==> config.mk <==
export PLATFORM = sky130hd
export DESIGN_NAME = pedal_input_qualifier_unit
export DESIGN_NICKNAME = d
export VERILOG_FILES = /design/src/rtl/core/pqi_pkg.sv /design/src/rtl/core/pedal_input_qualifier_unit.sv /design/src/rtl/core/pqi_div.sv
export SDC_FILE = /design/constraint.sdc
export NUM_CORES = 1
export LEC_CHECK = 0
export BUFFER_PORTS_ARGS = -buffer_cell sky130_fd_sc_hd__buf_2
export CAP_MARGIN = 20
export CORE_AREA = 2 2 233 235
export CTS_CLUSTER_SIZE = 16
export DETAILED_ROUTE_END_ITERATION = 12
export DIE_AREA = 0 0 235 237
export GPL_ROUTABILITY_DRIVEN = 0
export SLEW_MARGIN = 20
export SYNTH_ARGS = -nofsm -noshare
export SYNTH_HDL_FRONTEND = slang
export SYNTH_SLANG_ARGS = --single-unit
==> constraint.sdc <==
create_clock -name aclk -period 9.1 [get_ports aclk]
set_input_delay 1.82 -clock aclk [delete_from_list [all_inputs] [get_ports aclk]]
set_output_delay 1.82 -clock aclk [all_outputs]
set_load 0.02 [all_outputs]
==> src/rtl/core/pqi_pkg.sv <==
`timescale 1ns / 1ps
// ----------------------------------------------------------------------------
// Pedal input qualifier package
// Shared types and constants: pedal modes, register indexes, reset values
// and the fixed-point format of the expression position.
// ----------------------------------------------------------------------------
package pqi_pkg;

    // Accepted and detected pedal modes.
    typedef enum logic [1:0] {
        MODE_NONE   = 2'd0,
        MODE_SWITCH = 2'd1,
        MODE_EXPR   = 2'd2
    } pedal_mode_t;

    // Configuration register indexes.
    localparam int unsigned CFG_IDX_W = 4;
    localparam logic [CFG_IDX_W-1:0] REG_DISCONNECT    = 4'd0;
    localparam logic [CFG_IDX_W-1:0] REG_SWITCH_SLEEVE = 4'd1;
    localparam logic [CFG_IDX_W-1:0] REG_SWITCH_TIP_LO = 4'd2;
    localparam logic [CFG_IDX_W-1:0] REG_SWITCH_TIP_HI = 4'd3;
    localparam logic [CFG_IDX_W-1:0] REG_HEEL          = 4'd4;
    localparam logic [CFG_IDX_W-1:0] REG_TOE           = 4'd5;
    localparam logic [CFG_IDX_W-1:0] REG_MODE_HOLD     = 4'd6;
    localparam logic [CFG_IDX_W-1:0] REG_PRESS_HOLD    = 4'd7;

    // Register widths.
    localparam int unsigned LEVEL_W = 10;
    localparam int unsigned HOLD_W  = 16;
    localparam int unsigned CFG_DATA_W = 16;
    localparam int unsigned STAMP_W = 32;

    // Register reset values.
    localparam logic [LEVEL_W-1:0] RST_DISCONNECT    = 10'd1000;
    localparam logic [LEVEL_W-1:0] RST_SWITCH_SLEEVE = 10'd100;
    localparam logic [LEVEL_W-1:0] RST_SWITCH_TIP_LO = 10'd100;
    localparam logic [LEVEL_W-1:0] RST_SWITCH_TIP_HI = 10'd900;
    localparam logic [LEVEL_W-1:0] RST_HEEL          = 10'd100;
    localparam logic [LEVEL_W-1:0] RST_TOE           = 10'd900;
    localparam logic [HOLD_W-1:0]  RST_MODE_HOLD     = 16'd250;
    localparam logic [HOLD_W-1:0]  RST_PRESS_HOLD    = 16'd30;

    // Position format: Q16 with full toe at exactly one.
    localparam int unsigned FRAC_BITS = 16;
    localparam int unsigned POS_W     = FRAC_BITS + 1;
    localparam logic [POS_W-1:0] POS_ONE = 17'h10000;

endpackage

==> src/rtl/core/pedal_input_qualifier_unit.sv <==
`timescale 1ns / 1ps
// ----------------------------------------------------------------------------
// Pedal input qualifier
// Filters a sleeve and tip sample pair, classifies the pedal, debounces the
// mode and the switch press by timestamps and reports the expression position.
// ----------------------------------------------------------------------------
// Sequence: a request is captured, the filters are updated, the mode and the
// press are debounced, the expression position may pass through the serial
// divider, and the result is registered on the output. The block handles one
// request at a time and takes no new one until its result is loaded.
// Reset: synchronous active-low aresetn restores register defaults, clears the
// filters, debounce state and output valid.
module pedal_input_qualifier_unit #(
    parameter int unsigned SAMPLE_BITS = 10
) (
    input  logic                               aclk,
    input  logic                               aresetn,
    // Configuration write channel.
    input  logic                               cfg_valid,
    output logic                               cfg_ready,
    input  logic [pqi_pkg::CFG_IDX_W-1:0]      cfg_index,
    input  logic [pqi_pkg::CFG_DATA_W-1:0]     cfg_data,
    // Sample requests.
    input  logic                               s_tvalid,
    output logic                               s_tready,
    // Fields from bit 0: sleeve_sample, tip_sample, now_ms, zero fill.
    input  logic [((2*SAMPLE_BITS+32+7)/8)*8-1:0] s_tdata,
    // Results.
    output logic                               m_tvalid,
    input  logic                               m_tready,
    // Fields from bit 0: pedal_mode, pressed, mode_changed, press_changed,
    // position_q16, sleeve_filtered, tip_filtered, zero fill.
    output logic [((2*SAMPLE_BITS+22+7)/8)*8-1:0] m_tdata
);

    localparam int unsigned SW = SAMPLE_BITS;
    localparam int unsigned CW = (SAMPLE_BITS > pqi_pkg::LEVEL_W) ? SAMPLE_BITS
                                                                   : pqi_pkg::LEVEL_W;
    localparam int unsigned OUT_W = ((2*SAMPLE_BITS+22+7)/8)*8;
    localparam int unsigned OUT_USED = 2*SAMPLE_BITS + 22;
    localparam int unsigned TW = pqi_pkg::STAMP_W;

    typedef enum logic [2:0] {
        ST_IDLE,
        ST_FILT,
        ST_MODE,
        ST_PRESS,
        ST_DIV,
        ST_OUT
    } state_t;

    // Configuration registers.
    logic [pqi_pkg::LEVEL_W-1:0] disconnect_reg;
    logic [pqi_pkg::LEVEL_W-1:0] sw_sleeve_reg;
    logic [pqi_pkg::LEVEL_W-1:0] tip_low_reg;
    logic [pqi_pkg::LEVEL_W-1:0] tip_high_reg;
    logic [pqi_pkg::LEVEL_W-1:0] heel_reg;
    logic [pqi_pkg::LEVEL_W-1:0] toe_reg;
    logic [pqi_pkg::HOLD_W-1:0]  mode_hold_reg;
    logic [pqi_pkg::HOLD_W-1:0]  press_hold_reg;

    // Request capture and block state.
    state_t                      state_reg;
    logic [SW-1:0]               sleeve_in_reg;
    logic [SW-1:0]               tip_in_reg;
    logic [TW-1:0]               now_reg;
    logic [SW-1:0]               sleeve_avg_reg;
    logic [SW-1:0]               tip_avg_reg;
    logic                        primed_reg;
    pqi_pkg::pedal_mode_t        cand_mode_reg;
    logic [TW-1:0]               mode_stamp_reg;
    pqi_pkg::pedal_mode_t        acc_mode_reg;
    logic                        cand_press_reg;
    logic                        acc_press_reg;
    logic [TW-1:0]               press_stamp_reg;
    logic                        mode_chg_reg;
    logic                        press_chg_reg;
    logic [pqi_pkg::POS_W-1:0]   pos_reg;

    // Output register.
    logic                        m_valid_reg;
    logic [OUT_USED-1:0]         m_data_reg;

    // Combinational helpers.
    logic [SW+1:0]               sleeve_sum;
    logic [SW+1:0]               tip_sum;
    logic [CW-1:0]               s_ext;
    logic [CW-1:0]               t_ext;
    logic [CW-1:0]               disc_ext;
    logic [CW-1:0]               sws_ext;
    logic [CW-1:0]               tlo_ext;
    logic [CW-1:0]               thi_ext;
    logic [CW-1:0]               heel_ext;
    logic [CW-1:0]               toe_ext;
    pqi_pkg::pedal_mode_t        detected;
    logic                        press_now;
    logic                        mode_cand_moves;
    logic                        press_cand_moves;
    logic [TW-1:0]               ts_stamp;
    logic [pqi_pkg::HOLD_W-1:0]  ts_hold;
    logic [TW-1:0]               ts_diff;
    logic                        ts_held;
    logic [CW-1:0]               pos_num;
    logic [CW-1:0]               pos_den;
    logic                        pos_live;
    logic                        pos_full;
    logic                        div_start;
    logic                        div_busy;
    logic                        div_done;
    logic [pqi_pkg::FRAC_BITS-1:0] div_quo;

    assign cfg_ready = 1'b1;
    assign s_tready  = (state_reg == ST_IDLE);
    assign m_tvalid  = m_valid_reg;
    assign m_tdata   = {{(OUT_W-OUT_USED){1'b0}}, m_data_reg};

    // Configuration register writes; unknown indexes are ignored.
    always_ff @(posedge aclk) begin
        if (!aresetn) begin
            disconnect_reg <= pqi_pkg::RST_DISCONNECT;
            sw_sleeve_reg  <= pqi_pkg::RST_SWITCH_SLEEVE;
            tip_low_reg    <= pqi_pkg::RST_SWITCH_TIP_LO;
            tip_high_reg   <= pqi_pkg::RST_SWITCH_TIP_HI;
            heel_reg       <= pqi_pkg::RST_HEEL;
            toe_reg        <= pqi_pkg::RST_TOE;
            mode_hold_reg  <= pqi_pkg::RST_MODE_HOLD;
            press_hold_reg <= pqi_pkg::RST_PRESS_HOLD;
        end else if (cfg_valid && cfg_ready) begin
            case (cfg_index)
                pqi_pkg::REG_DISCONNECT:    disconnect_reg <= cfg_data[pqi_pkg::LEVEL_W-1:0];
                pqi_pkg::REG_SWITCH_SLEEVE: sw_sleeve_reg  <= cfg_data[pqi_pkg::LEVEL_W-1:0];
                pqi_pkg::REG_SWITCH_TIP_LO: tip_low_reg    <= cfg_data[pqi_pkg::LEVEL_W-1:0];
                pqi_pkg::REG_SWITCH_TIP_HI: tip_high_reg   <= cfg_data[pqi_pkg::LEVEL_W-1:0];
                pqi_pkg::REG_HEEL:          heel_reg       <= cfg_data[pqi_pkg::LEVEL_W-1:0];
                pqi_pkg::REG_TOE:           toe_reg        <= cfg_data[pqi_pkg::LEVEL_W-1:0];
                pqi_pkg::REG_MODE_HOLD:     mode_hold_reg  <= cfg_data;
                pqi_pkg::REG_PRESS_HOLD:    press_hold_reg <= cfg_data;
                default: ;
            endcase
        end
    end

    // Filter update: floor((3 * old + new) / 4).
    always_comb begin
        sleeve_sum = ({2'b00, sleeve_avg_reg} << 1) + {2'b00, sleeve_avg_reg}
                   + {2'b00, sleeve_in_reg};
        tip_sum    = ({2'b00, tip_avg_reg} << 1) + {2'b00, tip_avg_reg}
                   + {2'b00, tip_in_reg};
    end

    // Threshold comparisons at a common width.
    always_comb begin
        s_ext    = CW'(sleeve_avg_reg);
        t_ext    = CW'(tip_avg_reg);
        disc_ext = CW'(disconnect_reg);
        sws_ext  = CW'(sw_sleeve_reg);
        tlo_ext  = CW'(tip_low_reg);
        thi_ext  = CW'(tip_high_reg);
        heel_ext = CW'(heel_reg);
        toe_ext  = CW'(toe_reg);

        if (s_ext > disc_ext && t_ext > disc_ext) begin
            detected = pqi_pkg::MODE_NONE;
        end else if (s_ext < sws_ext && (t_ext < tlo_ext || t_ext > thi_ext)) begin
            detected = pqi_pkg::MODE_SWITCH;
        end else begin
            detected = pqi_pkg::MODE_EXPR;
        end
        press_now = t_ext < tlo_ext;
    end

    // Shared timestamp unit: wrapping age of a candidate against its hold time.
    always_comb begin
        mode_cand_moves  = detected != cand_mode_reg;
        press_cand_moves = press_now != cand_press_reg;
        if (state_reg == ST_MODE) begin
            ts_stamp = mode_cand_moves ? now_reg : mode_stamp_reg;
            ts_hold  = mode_hold_reg;
        end else begin
            ts_stamp = press_cand_moves ? now_reg : press_stamp_reg;
            ts_hold  = press_hold_reg;
        end
        ts_diff = now_reg - ts_stamp;
        ts_held = ts_diff >= {{(TW-pqi_pkg::HOLD_W){1'b0}}, ts_hold};
    end

    // Position operands: magnitudes of (sleeve - heel) and (toe - heel).
    always_comb begin
        pos_num  = '0;
        pos_den  = '0;
        pos_live = 1'b0;
        if (s_ext > heel_ext && toe_ext > heel_ext) begin
            pos_num  = s_ext - heel_ext;
            pos_den  = toe_ext - heel_ext;
            pos_live = 1'b1;
        end else if (s_ext < heel_ext && toe_ext < heel_ext) begin
            pos_num  = heel_ext - s_ext;
            pos_den  = heel_ext - toe_ext;
            pos_live = 1'b1;
        end
        pos_full  = pos_num >= pos_den;
        div_start = (state_reg == ST_PRESS) && (acc_mode_reg == pqi_pkg::MODE_EXPR)
                  && pos_live && !pos_full;
    end

    pqi_div #(
        .DATA_W (CW)
    ) u_div (
        .aclk     (aclk),
        .aresetn  (aresetn),
        .start    (div_start),
        .num      (pos_num),
        .den      (pos_den),
        .busy     (div_busy),
        .done     (div_done),
        .quotient (div_quo)
    );

    // Sequencer, state and output register.
    always_ff @(posedge aclk) begin
        if (!aresetn) begin
            state_reg       <= ST_IDLE;
            sleeve_avg_reg  <= '0;
            tip_avg_reg     <= '0;
            primed_reg      <= 1'b0;
            cand_mode_reg   <= pqi_pkg::MODE_NONE;
            mode_stamp_reg  <= '0;
            acc_mode_reg    <= pqi_pkg::MODE_NONE;
            cand_press_reg  <= 1'b0;
            acc_press_reg   <= 1'b0;
            press_stamp_reg <= '0;
            mode_chg_reg    <= 1'b0;
            press_chg_reg   <= 1'b0;
            pos_reg         <= '0;
            m_valid_reg     <= 1'b0;
        end else begin
            // A taken result clears valid unless the next one loads in this cycle.
            if (m_valid_reg && m_tready && state_reg != ST_OUT) begin
                m_valid_reg <= 1'b0;
            end
            case (state_reg)
                ST_IDLE: begin
                    if (s_tvalid) begin
                        sleeve_in_reg <= s_tdata[SW-1:0];
                        tip_in_reg    <= s_tdata[2*SW-1:SW];
                        now_reg       <= s_tdata[2*SW+TW-1:2*SW];
                        state_reg     <= ST_FILT;
                    end
                end
                ST_FILT: begin
                    if (primed_reg) begin
                        sleeve_avg_reg <= sleeve_sum[SW+1:2];
                        tip_avg_reg    <= tip_sum[SW+1:2];
                    end else begin
                        sleeve_avg_reg <= sleeve_in_reg;
                        tip_avg_reg    <= tip_in_reg;
                    end
                    primed_reg    <= 1'b1;
                    mode_chg_reg  <= 1'b0;
                    press_chg_reg <= 1'b0;
                    pos_reg       <= '0;
                    state_reg     <= ST_MODE;
                end
                ST_MODE: begin
                    cand_mode_reg  <= detected;
                    mode_stamp_reg <= ts_stamp;
                    // A newly accepted mode drops any press state.
                    if (detected != acc_mode_reg && ts_held) begin
                        acc_mode_reg    <= detected;
                        press_chg_reg   <= acc_press_reg;
                        acc_press_reg   <= 1'b0;
                        cand_press_reg  <= 1'b0;
                        press_stamp_reg <= now_reg;
                        mode_chg_reg    <= 1'b1;
                    end
                    state_reg <= ST_PRESS;
                end
                ST_PRESS: begin
                    state_reg <= ST_OUT;
                    if (acc_mode_reg == pqi_pkg::MODE_SWITCH) begin
                        cand_press_reg  <= press_now;
                        press_stamp_reg <= ts_stamp;
                        if (press_now != acc_press_reg && ts_held) begin
                            acc_press_reg <= press_now;
                            press_chg_reg <= 1'b1;
                        end
                    end else if (acc_mode_reg == pqi_pkg::MODE_EXPR && pos_live) begin
                        if (pos_full) begin
                            pos_reg <= pqi_pkg::POS_ONE;
                        end else begin
                            state_reg <= ST_DIV;
                        end
                    end
                end
                ST_DIV: begin
                    if (div_done) begin
                        pos_reg   <= {1'b0, div_quo};
                        state_reg <= ST_OUT;
                    end
                end
                ST_OUT: begin
                    if (!m_valid_reg || m_tready) begin
                        m_valid_reg <= 1'b1;
                        m_data_reg  <= {tip_avg_reg, sleeve_avg_reg, pos_reg,
                                        press_chg_reg, mode_chg_reg, acc_press_reg,
                                        acc_mode_reg};
                        state_reg   <= ST_IDLE;
                    end
                end
                default: begin
                    state_reg <= ST_IDLE;
                end
            endcase
        end
    end

`ifndef SYNTHESIS
    // A position is reported only in expression mode.
    assert property (@(posedge aclk) disable iff (!aresetn)
        m_valid_reg |-> (m_data_reg[21:5] == '0 ||
                         m_data_reg[1:0] == pqi_pkg::MODE_EXPR))
        else $error("position reported outside expression mode");

    // The position never exceeds one.
    assert property (@(posedge aclk) disable iff (!aresetn)
        m_valid_reg |-> (m_data_reg[21:5] <= pqi_pkg::POS_ONE))
        else $error("position above full toe");

    // A held press exists only in switch mode.
    assert property (@(posedge aclk) disable iff (!aresetn)
        acc_press_reg |-> (acc_mode_reg == pqi_pkg::MODE_SWITCH))
        else $error("press held outside switch mode");

    // The divider is idle whenever a new request can be taken.
    assert property (@(posedge aclk) disable iff (!aresetn)
        s_tready |-> !div_busy)
        else $error("divider busy while accepting a request");
`endif

endmodule

==> src/rtl/core/pqi_div.sv <==
`timescale 1ns / 1ps
// ----------------------------------------------------------------------------
// Pedal input qualifier serial divider
// Restoring divider that forms the fractional quotient num / den in Q16,
// one quotient bit per cycle. The caller guarantees num < den.
// ----------------------------------------------------------------------------
module pqi_div #(
    parameter int unsigned DATA_W = 10
) (
    input  logic                           aclk,
    input  logic                           aresetn,
    input  logic                           start,
    input  logic [DATA_W-1:0]              num,
    input  logic [DATA_W-1:0]              den,
    output logic                           busy,
    output logic                           done,
    output logic [pqi_pkg::FRAC_BITS-1:0]  quotient
);

    localparam int unsigned CNT_W = $clog2(pqi_pkg::FRAC_BITS + 1);
    localparam logic [CNT_W-1:0] STEPS = CNT_W'(pqi_pkg::FRAC_BITS);

    logic [DATA_W:0]                   rem_reg;
    logic [DATA_W-1:0]                 den_reg;
    logic [pqi_pkg::FRAC_BITS-1:0]     quo_reg;
    logic [CNT_W-1:0]                  cnt_reg;
    logic                              busy_reg;
    logic                              done_reg;

    logic [DATA_W:0]                   rem_shift;
    logic                              fits;
    logic [DATA_W:0]                   rem_next;

    // One shift, compare and subtract per quotient bit.
    always_comb begin
        rem_shift = {rem_reg[DATA_W-1:0], 1'b0};
        fits      = rem_shift >= {1'b0, den_reg};
        rem_next  = fits ? (rem_shift - {1'b0, den_reg}) : rem_shift;
    end

    // Sequencing of the iterations.
    always_ff @(posedge aclk) begin
        if (!aresetn) begin
            busy_reg <= 1'b0;
            done_reg <= 1'b0;
            cnt_reg  <= '0;
        end else begin
            done_reg <= 1'b0;
            if (start && !busy_reg) begin
                busy_reg <= 1'b1;
                cnt_reg  <= STEPS;
            end else if (busy_reg) begin
                cnt_reg <= cnt_reg - 1'b1;
                if (cnt_reg == CNT_W'(1)) begin
                    busy_reg <= 1'b0;
                    done_reg <= 1'b1;
                end
            end
        end
    end

    // Datapath registers.
    always_ff @(posedge aclk) begin
        if (start && !busy_reg) begin
            rem_reg <= {1'b0, num};
            den_reg <= den;
            quo_reg <= '0;
        end else if (busy_reg) begin
            rem_reg <= rem_next;
            quo_reg <= {quo_reg[pqi_pkg::FRAC_BITS-2:0], fits};
        end
    end

    assign busy     = busy_reg;
    assign done     = done_reg;
    assign quotient = quo_reg;

endmodule
# Yosys cells after proc, flatten, opt, wreduce, memory -nomap -nowiden
# Cells that the tools add are included.
[totals]
register_bits = 343
input_bits = 81
output_inout_bits = 51
wordCells = 184
[op_classes]
n_addsub = 11
order_cmp = 12
eq_ne = 29
mux = 53
n_bitwise = 2
n_reduce_logical = 44
[op_table]
columns = ["operator", "n"]
rows = [
  ["$mux W32", 5],
  ["$mux W10", 9],
  ["$mux W17", 4],
  ["$pmux W32 S2", 1],
  ["$pmux W17 S3", 1],
  ["$gt A10 B10 Y1", 5],
  ["$sub A10 B10 Y10", 5],
  ["$lt A10 B10 Y1", 4],
  ["$ge A32 B16 Y1", 1],
  ["$sub A32 B32 Y32", 1],
  ["$add A11 B10 Y12", 2],
  ["$add A12 B10 Y12", 2],
  ["$mux W1", 20],
  ["$reduce_and A2 Y1", 10],
  ["$pmux W3 S6", 1],
  ["$eq A4 B3 Y1 const B", 4],
  ["$mux W16", 1],
  ["$logic_and A1 B1 Y1", 13],
  ["$reduce_and A3 Y1", 4],
  ["$ge A11 B10 Y1", 1],
  ["$ge A10 B10 Y1", 1],
  ["$mux W5", 2],
  ["$ne A2 B1 Y1 const B", 5],
  ["$mux W3", 3],
  ["27 further kinds", 46],
]

# Logic depth before layout (Yosys ltp)
[logic_depth]
depth_word = 14
ltp_mapped = 43
ltp_nobuf = 40

# Hierarchy
# Synthesis repeated with hierarchy kept, for this count alone.
[unflattened]
cells_unflattened = 2270
area_unflattened_um2 = 20617.3
[modules_own_cells]
columns = ["module", "n_inst", "cells_each", "area_per_inst_um2", "seq_area_each_um2"]
rows = [
  ["pedal_input_qualifier_unit", 1, 2046, 18474.0, 6946.7],
  ["pqi_div", 1, 224, 2143.3, 1061.0],
]

# Worst setup path before layout
# Ideal clock, no wire load.
[synth_timing]
path_kind = "register to register"
startpoint = "reg tip_avg_reg[3], in the netlist t_ext[3]"
endpoint = "reg press_stamp_reg[21]"
setup_ps = 122
arrival_time_ps = 7720
required_ps = 8978
path_slack_ps = 1258
stages_incl_launch_ff = 40
n_path_buf = 4
synth_period_minus_slack_ps = 7842
path_cell_list = "dfxtp_1 -> ha_1 -> a21o_1 -> a21o_1 -> a2111oi_4 -> o22ai_2 -> a21oi_4 -> o21ai_2 -> nand3_1 -> clkbuf_1 -> clkbuf_1 -> o22a_1 -> o21ai_0 -> ha_1 -> nor2b_1 -> o21ai_0 -> nand2b_1 -> a21o_1 -> (+4 left out) -> nor3_2 -> o21ai_1 -> xnor2_1 -> ha_1 -> a21o_1 -> a2111oi_0 -> o221ai_1 -> a211oi_1 -> o21ai_0 -> a211oi_1 -> mux2i_1 -> nor4_1 -> nand4_1 -> nor4b_2 -> buf_4 -> buf_2 -> nor3b_1 -> nand3b_1"
[synth_via]
elab_chain_len = 13
elab_cells_between_ends = 21
cone_classes = "add/sub: 1; order compare: 4; eq/ne: 4; mux: 7; reduce/logical: 5"
[synth_rtl]
columns = ["element", "line", "rtl"]
rows = [
  ["from (decl)", "pedal_input_qualifier_unit.sv:68", "logic [SW-1:0] tip_avg_reg;"],
  ["from (signal assigned)", "pedal_input_qualifier_unit.sv:253", "tip_avg_reg <= tip_sum[SW+1:2];"],
  ["from (signal assigned)", "pedal_input_qualifier_unit.sv:256", "tip_avg_reg <= tip_in_reg;"],
  ["$lt A10 B10 Y1 / $gt A10 B10 Y1 (equally long branches)", "pedal_input_qualifier_unit.sv:164, pedal_input_qualifier_unit.sv:169", ""],
  ["$logic_or A1 B1 Y1", "pedal_input_qualifier_unit.sv:164", "end else if (s_ext < sws_ext && (t_ext < tlo_ext || t_ext > thi_ext)) begin"],
  ["$logic_and A1 B1 Y1", "pedal_input_qualifier_unit.sv:164", ""],
  ["$mux W2", "pedal_input_qualifier_unit.sv:164", ""],
  ["$mux W2", "pedal_input_qualifier_unit.sv:162", "if (s_ext > disc_ext && t_ext > disc_ext) begin"],
  ["$ne A2 B2 Y1", "pedal_input_qualifier_unit.sv:174", "mode_cand_moves = detected != cand_mode_reg;"],
  ["$mux W32", "pedal_input_qualifier_unit.sv:177", "ts_stamp = mode_cand_moves ? now_reg : mode_stamp_reg;"],
  ["$mux W32", "pedal_input_qualifier_unit.sv:176", "if (state_reg == ST_MODE) begin"],
  ["$sub A32 B32 Y32", "pedal_input_qualifier_unit.sv:183", "ts_diff = now_reg - ts_stamp;"],
  ["$ge A32 B16 Y1", "pedal_input_qualifier_unit.sv:184", "ts_held = ts_diff >= {{(TW-pqi_pkg::HOLD_W){1'b0}}, ts_hold};"],
  ["$logic_and A1 B1 Y1", "pedal_input_qualifier_unit.sv:268", "if (detected != acc_mode_reg && ts_held) begin"],
  ["$ne A2 B1 Y1 (no source line)", "--", ""],
  ["$reduce_and A3 Y1 (no source line)", "--", ""],
  ["to (signal assigned)", "pedal_input_qualifier_unit.sv:273", "press_stamp_reg <= now_reg;"],
  ["to (signal assigned)", "pedal_input_qualifier_unit.sv:282", "press_stamp_reg <= ts_stamp;"],
  ["to (decl)", "pedal_input_qualifier_unit.sv:75", "logic [TW-1:0] press_stamp_reg;"],
]
# Parallel ways exist; a longest one is shown, timed or not. The select of a mux whose other input is x is not followed.
# A chain may end at the register's enable or synchronous reset.

# Worst setup path after layout
[layout_timing]
startpoint = "reg tip_high_reg, in the netlist thi_ext[3]"
endpoint = "reg mode_chg_reg"
[layout_via]
elab_chain_len = 13
elab_cells_between_ends = 14
cone_classes = "add/sub: 1; order compare: 2; eq/ne: 3; mux: 4; reduce/logical: 4"
[layout_rtl]
columns = ["element", "line", "rtl"]
rows = [
  ["from (decl)", "pedal_input_qualifier_unit.sv:56", "logic [pqi_pkg::LEVEL_W-1:0] tip_high_reg;"],
  ["from (signal assigned)", "pedal_input_qualifier_unit.sv:123", "tip_high_reg <= pqi_pkg::RST_SWITCH_TIP_HI;"],
  ["from (signal assigned)", "pedal_input_qualifier_unit.sv:133", "pqi_pkg::REG_SWITCH_TIP_HI: tip_high_reg <= cfg_data[pqi_pkg::LEVEL_W-1:0];"],
  ["$gt A10 B10 Y1", "pedal_input_qualifier_unit.sv:164", ""],
  ["$logic_or A1 B1 Y1", "pedal_input_qualifier_unit.sv:164", ""],
  ["$logic_and A1 B1 Y1", "pedal_input_qualifier_unit.sv:164", ""],
  ["$mux W2", "pedal_input_qualifier_unit.sv:164", ""],
  ["$mux W2", "pedal_input_qualifier_unit.sv:162", ""],
  ["$ne A2 B2 Y1", "pedal_input_qualifier_unit.sv:174", ""],
  ["$mux W32", "pedal_input_qualifier_unit.sv:177", ""],
  ["$mux W32", "pedal_input_qualifier_unit.sv:176", ""],
  ["via ts_stamp[0]", "pedal_input_qualifier_unit.sv:99", "logic [TW-1:0] ts_stamp;"],
  ["$sub A32 B32 Y32", "pedal_input_qualifier_unit.sv:183", ""],
  ["$ge A32 B16 Y1", "pedal_input_qualifier_unit.sv:184", ""],
  ["$logic_and A1 B1 Y1", "pedal_input_qualifier_unit.sv:268", ""],
  ["$ne A2 B1 Y1 (no source line)", "--", ""],
  ["$reduce_and A2 Y1 (no source line)", "--", ""],
  ["to (signal assigned)", "pedal_input_qualifier_unit.sv:232", "mode_chg_reg <= 1'b0;"],
  ["to (signal assigned)", "pedal_input_qualifier_unit.sv:259", "mode_chg_reg <= 1'b0;"],
  ["to (signal assigned)", "pedal_input_qualifier_unit.sv:274", "mode_chg_reg <= 1'b1;"],
  ["to (decl)", "pedal_input_qualifier_unit.sv:76", "logic mode_chg_reg;"],
]
# The timed path passes the listed nets, and every way through them passes these cells.

==> impl_metrics.prom <==
# TYPE chip_impl_metric gauge
chip_impl_info{name="status",value="finished clean"} 1
chip_impl_metric{name="drt_first_iter_violations",unit=""} 1239
chip_impl_metric{name="cellInternalPower",unit="W"} 0.00333
chip_impl_metric{name="drive_gt1_frac",unit=""} 0.118
chip_impl_metric{name="synth_cell_type_count",unit=""} 88
chip_impl_metric{name="critPathRequiredTime",unit="ns"} 9.53
chip_impl_metric{name="grt_antenna_before_repair",unit=""} 3
chip_impl_metric{name="p_leak",unit="nW"} 9.81
chip_impl_metric{name="grt_pass1_vias",unit=""} 17649
chip_impl_info{name="cpLargestDelayFamily",value="compound AO/OA/AOI/OAI gates"} 1
chip_impl_metric{name="antenna_left",unit=""} 0
chip_impl_info{name="synth.area.top_cells",value="sky130_fd_sc_hd__dfxtp_1 (22%), sky130_fd_sc_hd__edfxtp_1 (16%), sky130_fd_sc_hd__ha_1 (10%)"} 1
chip_impl_metric{name="drt-wirelength-per-cell",unit="um"} 18.7
chip_impl_metric{name="via_per_inst",unit=""} 5.63
chip_impl_metric{name="routed-via-count",unit=""} 17770
chip_impl_metric{name="clock_power_share",unit=""} 0.318
chip_impl_metric{name="fmax",unit="GHz"} 0.116
chip_impl_metric{name="grt_max_degree",unit=""} 78
chip_impl_info{name="critical_path.startpoint_type",value="flop"} 1
chip_impl_metric{name="final.setup.tns",unit="ns"} 0
chip_impl_metric{name="slew_viol_final",unit=""} 0
chip_impl_metric{name="globalRouteOverflowTotal",unit=""} 0
chip_impl_metric{name="cts_max_level",unit=""} 2
chip_impl_metric{name="floorplan.die.height",unit="um"} 237
chip_impl_info{name="synth_top_flop_cell",value="sky130_fd_sc_hd__dfxtp_1"} 1
chip_impl_metric{name="total_switching_power",unit="W"} 0.00182
chip_impl_metric{name="detailroute.wirelength.met3",unit="mm"} 2.62
chip_impl_metric{name="nFillCells",unit=""} 5159
chip_impl_metric{name="max_cap_viol_count",unit=""} 0
chip_impl_metric{name="critPathBufInv",unit=""} 5
chip_impl_metric{name="timing.slew.headroom",unit=""} 0.259
chip_impl_metric{name="seq_area_frac_synth",unit=""} 0.380
chip_impl_info{name="highest_layer",value="met4"} 1
chip_impl_metric{name="drt_pre_antenna_iters",unit=""} 5
chip_impl_metric{name="final_nets",unit=""} 2704
chip_impl_metric{name="clock_tree.buffer_depth",unit=""} 3
chip_impl_metric{name="start_util",unit=""} 0.396
chip_impl_info{name="timing.critical_path.to_type",value="flop"} 1
chip_impl_metric{name="syn_inst",unit=""} 2355
chip_impl_info{name="yosysTopAreaCell",value="sky130_fd_sc_hd__dfxtp_1"} 1
chip_impl_metric{name="post-route-drc-count",unit=""} 0
chip_impl_metric{name="wl_met1",unit="mm"} 25.5
chip_impl_metric{name="dieWidth",unit="um"} 235
chip_impl_metric{name="synth.cell_area",unit="um^2"} 21100
chip_impl_metric{name="sequential_cell_fraction_of_total_power",unit=""} 0.339
chip_impl_metric{name="io_buffer_count",unit=""} 120
chip_impl_metric{name="number_of_flip_flops_under_the_largest_register_name",unit=""} 42
chip_impl_metric{name="comb_power_share",unit=""} 0.343
chip_impl_metric{name="synth_warnings",unit=""} 0
chip_impl_metric{name="floorplan.die_area",unit="um^2"} 55700
chip_impl_metric{name="clock_insertion_delay_worst_skew",unit="ns"} 0.58
chip_impl_metric{name="netSwitchingFraction",unit=""} 0.353
chip_impl_metric{name="critical_path.max_fanout",unit=""} 27
chip_impl_metric{name="critical_path_s_largest_stage_delay",unit="ns"} 0.43
chip_impl_metric{name="route.met2.wl",unit="mm"} 29.1
chip_impl_metric{name="final.min_clock_period",unit="ns"} 8.64
chip_impl_metric{name="area_growth_syn_to_layout",unit="%"} 12.9
chip_impl_info{name="holdCritPathClass",value="reg -> reg"} 1
chip_impl_info{name="path_class",value="reg -> reg"} 1
chip_impl_metric{name="cts_made_buffers",unit=""} 39
chip_impl_metric{name="tightestPinTransition",unit="ns"} 1.11
chip_impl_metric{name="crit_arrival",unit="ns"} 9.08
chip_impl_metric{name="yosys.area.top_type_share",unit=""} 0.217
chip_impl_metric{name="grt_use_total",unit=""} 0.207
chip_impl_metric{name="core_region_area",unit="um^2"} 53300
chip_impl_info{name="rsz0062_at_grt",value="no"} 1
chip_impl_metric{name="hold_viol",unit=""} 0
chip_impl_metric{name="setup-violations-final",unit=""} 0
chip_impl_metric{name="ys_async_sr_fraction",unit=""} 0
chip_impl_metric{name="post-route-cell-area",unit="um^2"} 23800
chip_impl_metric{name="hpwlAfterDp",unit="mm"} 41.8
chip_impl_metric{name="syn_area_per_cell",unit="um^2"} 8.96
chip_impl_info{name="tritoncts_clock_tree",value="yes"} 1
chip_impl_metric{name="boundary_pin_count",unit=""} 132
chip_impl_metric{name="period_share",unit=""} 0.950
chip_impl_metric{name="synth.ff_latch_count",unit=""} 343
chip_impl_info{name="critical-path-slowest-cell",value="sky130_fd_sc_hd__a2111oi_1"} 1
chip_impl_metric{name="setup_clock_skew_after_layout",unit="ns"} 0.0206
chip_impl_metric{name="vdd_ir_max",unit="mV"} 0.138
chip_impl_metric{name="power.density",unit="nW/um^2"} 216
chip_impl_metric{name="clk_pin_slew_worst_paths",unit="ns"} 0.06
chip_impl_metric{name="post_synth_edffs",unit=""} 114
chip_impl_info{name="root_buffer",value="sky130_fd_sc_hd__clkbuf_16"} 1
chip_impl_metric{name="dpl_cell_area",unit="um^2"} 22400
chip_impl_metric{name="floorplan.rows",unit=""} 85
chip_impl_info{name="critPathMostFrequentCell",value="sky130_fd_sc_hd__a21o_1"} 1
chip_impl_metric{name="global_route_wire_length_before_repair",unit="mm"} 94.0
chip_impl_metric{name="cts.sinks",unit=""} 343
chip_impl_metric{name="wl",unit="mm"} 58.8
-- area by class of cell --
cell class	instances	area (um^2)	area share
Tap cell	696	871	0.0366
Clock buffer	46	1020	0.0429
Clock inverter	26	295	0.0124
Inverter	134	505	0.0212
Antenna cell	1	2.50	0.000105
Sequential cell	343	8020	0.337
Multi-Input combinational cell	1734	12100	0.507
Timing Repair Buffer	174	1030	0.0434
-- final timing paths --
check	from	to	slack [ns]	cells past startpoint
setup / recovery	thi_ext[3]$_SDFFE_PN0P_	mode_chg_reg$_SDFFE_PN0P_	0.46	41
hold / removal	pos_reg[4]$_SDFFE_PN0P_	m_data_reg[9]$_DFFE_PP_	0.44	0
setup reg to reg	thi_ext[3]$_SDFFE_PN0P_	mode_chg_reg$_SDFFE_PN0P_	0.46	41
hold reg to reg	pos_reg[4]$_SDFFE_PN0P_	m_data_reg[9]$_DFFE_PP_	0.44	0
-- routing by layer --
layer / track usage / vias up
met5: 0 / -
met4: 0.0690 / 0
met3: 0.0259 / 106
met2: 0.368 / 440
met1: 0.259 / 8559
li1: - / 8665
-- cell families (layout without fill, tap and decap cells) --
logic type / count (synthesis) / after routing / synth area share
other: 2 / 8 / 0.000356
XOR/XNOR: 41 / 41 / 0.0170
multiplexers: 69 / 69 / 0.0330
flip-flops: 343 / 343 / 0.380
adder cells (fa/ha/maj): 198 / 198 / 0.127
buffers and inverters: 283 / 380 / 0.0530
AO/OA/AOI/OAI: 673 / 673 / 0.215
AND/OR/NAND/NOR: 746 / 746 / 0.175
-- power by group through the flow --
stage               Combinational [W]  Clock (W)  Sequential, W
floorplan                     0.00128          0        0.00175
detailed placement            0.00174          0        0.00178
CTS                           0.00175    0.00167        0.00174
finish                        0.00176    0.00164        0.00175
global placement              0.00169          0        0.00177
global route                  0.00197    0.00174        0.00175
-- layout by cell type, fill, tap and decap left out, types with 19 or more instances in the layout --
cell type                   instances
sky130_fd_sc_hd__o22a_1            34
sky130_fd_sc_hd__dfxtp_1          219
sky130_fd_sc_hd__a211oi_1          31
sky130_fd_sc_hd__nor2b_1           33
sky130_fd_sc_hd__inv_1            133
sky130_fd_sc_hd__nor3_1            24
sky130_fd_sc_hd__nand4b_1          34
sky130_fd_sc_hd__nand4_1           19
sky130_fd_sc_hd__nor2_1           130
sky130_fd_sc_hd__nand3_1           36
sky130_fd_sc_hd__buf_2            119
sky130_fd_sc_hd__edfxtp_1         114
sky130_fd_sc_hd__nor3b_1           28
sky130_fd_sc_hd__xnor2_1           23
sky130_fd_sc_hd__a21o_1            83
sky130_fd_sc_hd__mux2i_1           65
sky130_fd_sc_hd__ha_1             171
sky130_fd_sc_hd__nand2b_1          31
sky130_fd_sc_hd__a32oi_1           30
sky130_fd_sc_hd__buf_4             52
sky130_fd_sc_hd__clkbuf_16         40
sky130_fd_sc_hd__fa_1              26
sky130_fd_sc_hd__a21oi_1          192
sky130_fd_sc_hd__o21ai_0          104
sky130_fd_sc_hd__nand2_1          306
sky130_fd_sc_hd__a22oi_1           22
sky130_fd_sc_hd__nand3b_1          32
sky130_fd_sc_hd__o211ai_1          29
-- synth_stat cells (all sizes together) (7+ instances only) --
cell type  count
o22ai          7
xnor2         23
a32oi         30
nor3b         31
mux2i         65
ha           171
nand2b        32
nor3          27
fa            26
o21bai        15
a21o          83
a22oi         22
nand3         38
o211ai        30
o21ai        117
dfxtp        229
edfxtp       114
nand2        306
a31oi         17
o22a          34
xor2          18
or3           14
nand3b        32
nand4b        34
o21a           9
nor2b         33
a221oi        16
a211oi        33
a21oi        195
nor2         133
inv          134
nand4         19
and2          10
clkbuf       130
buf           19
and3          17
-- repair_timing --
| item | CTS | global route |
|---|---|---|
| endpoints found under the setup margin | 0 | 38 |
| hold buffers | 0 | 0 |
| gates resized for setup | 0 | 17 |
| buffers inserted | 0 | 2 |
-- per-stage QoR --
stage	setup WS (ns)	hold slack [ns]	total power (W)	utilization	instances
global route	0.0270	0.449	0.00547	0.447	3154
CTS	0.0473	0.438	0.00517	0.446	3150
floorplan	1.26	0.408	0.00303	-	2360
global placement	0.436	0.427	0.00347	0.421	3077
detailed placement	0.158	0.421	0.00352	0.421	3078
finish	0.455	0.436	0.00515	0.447	3154
No activity file was read; power rests on OpenSTA's default activity.
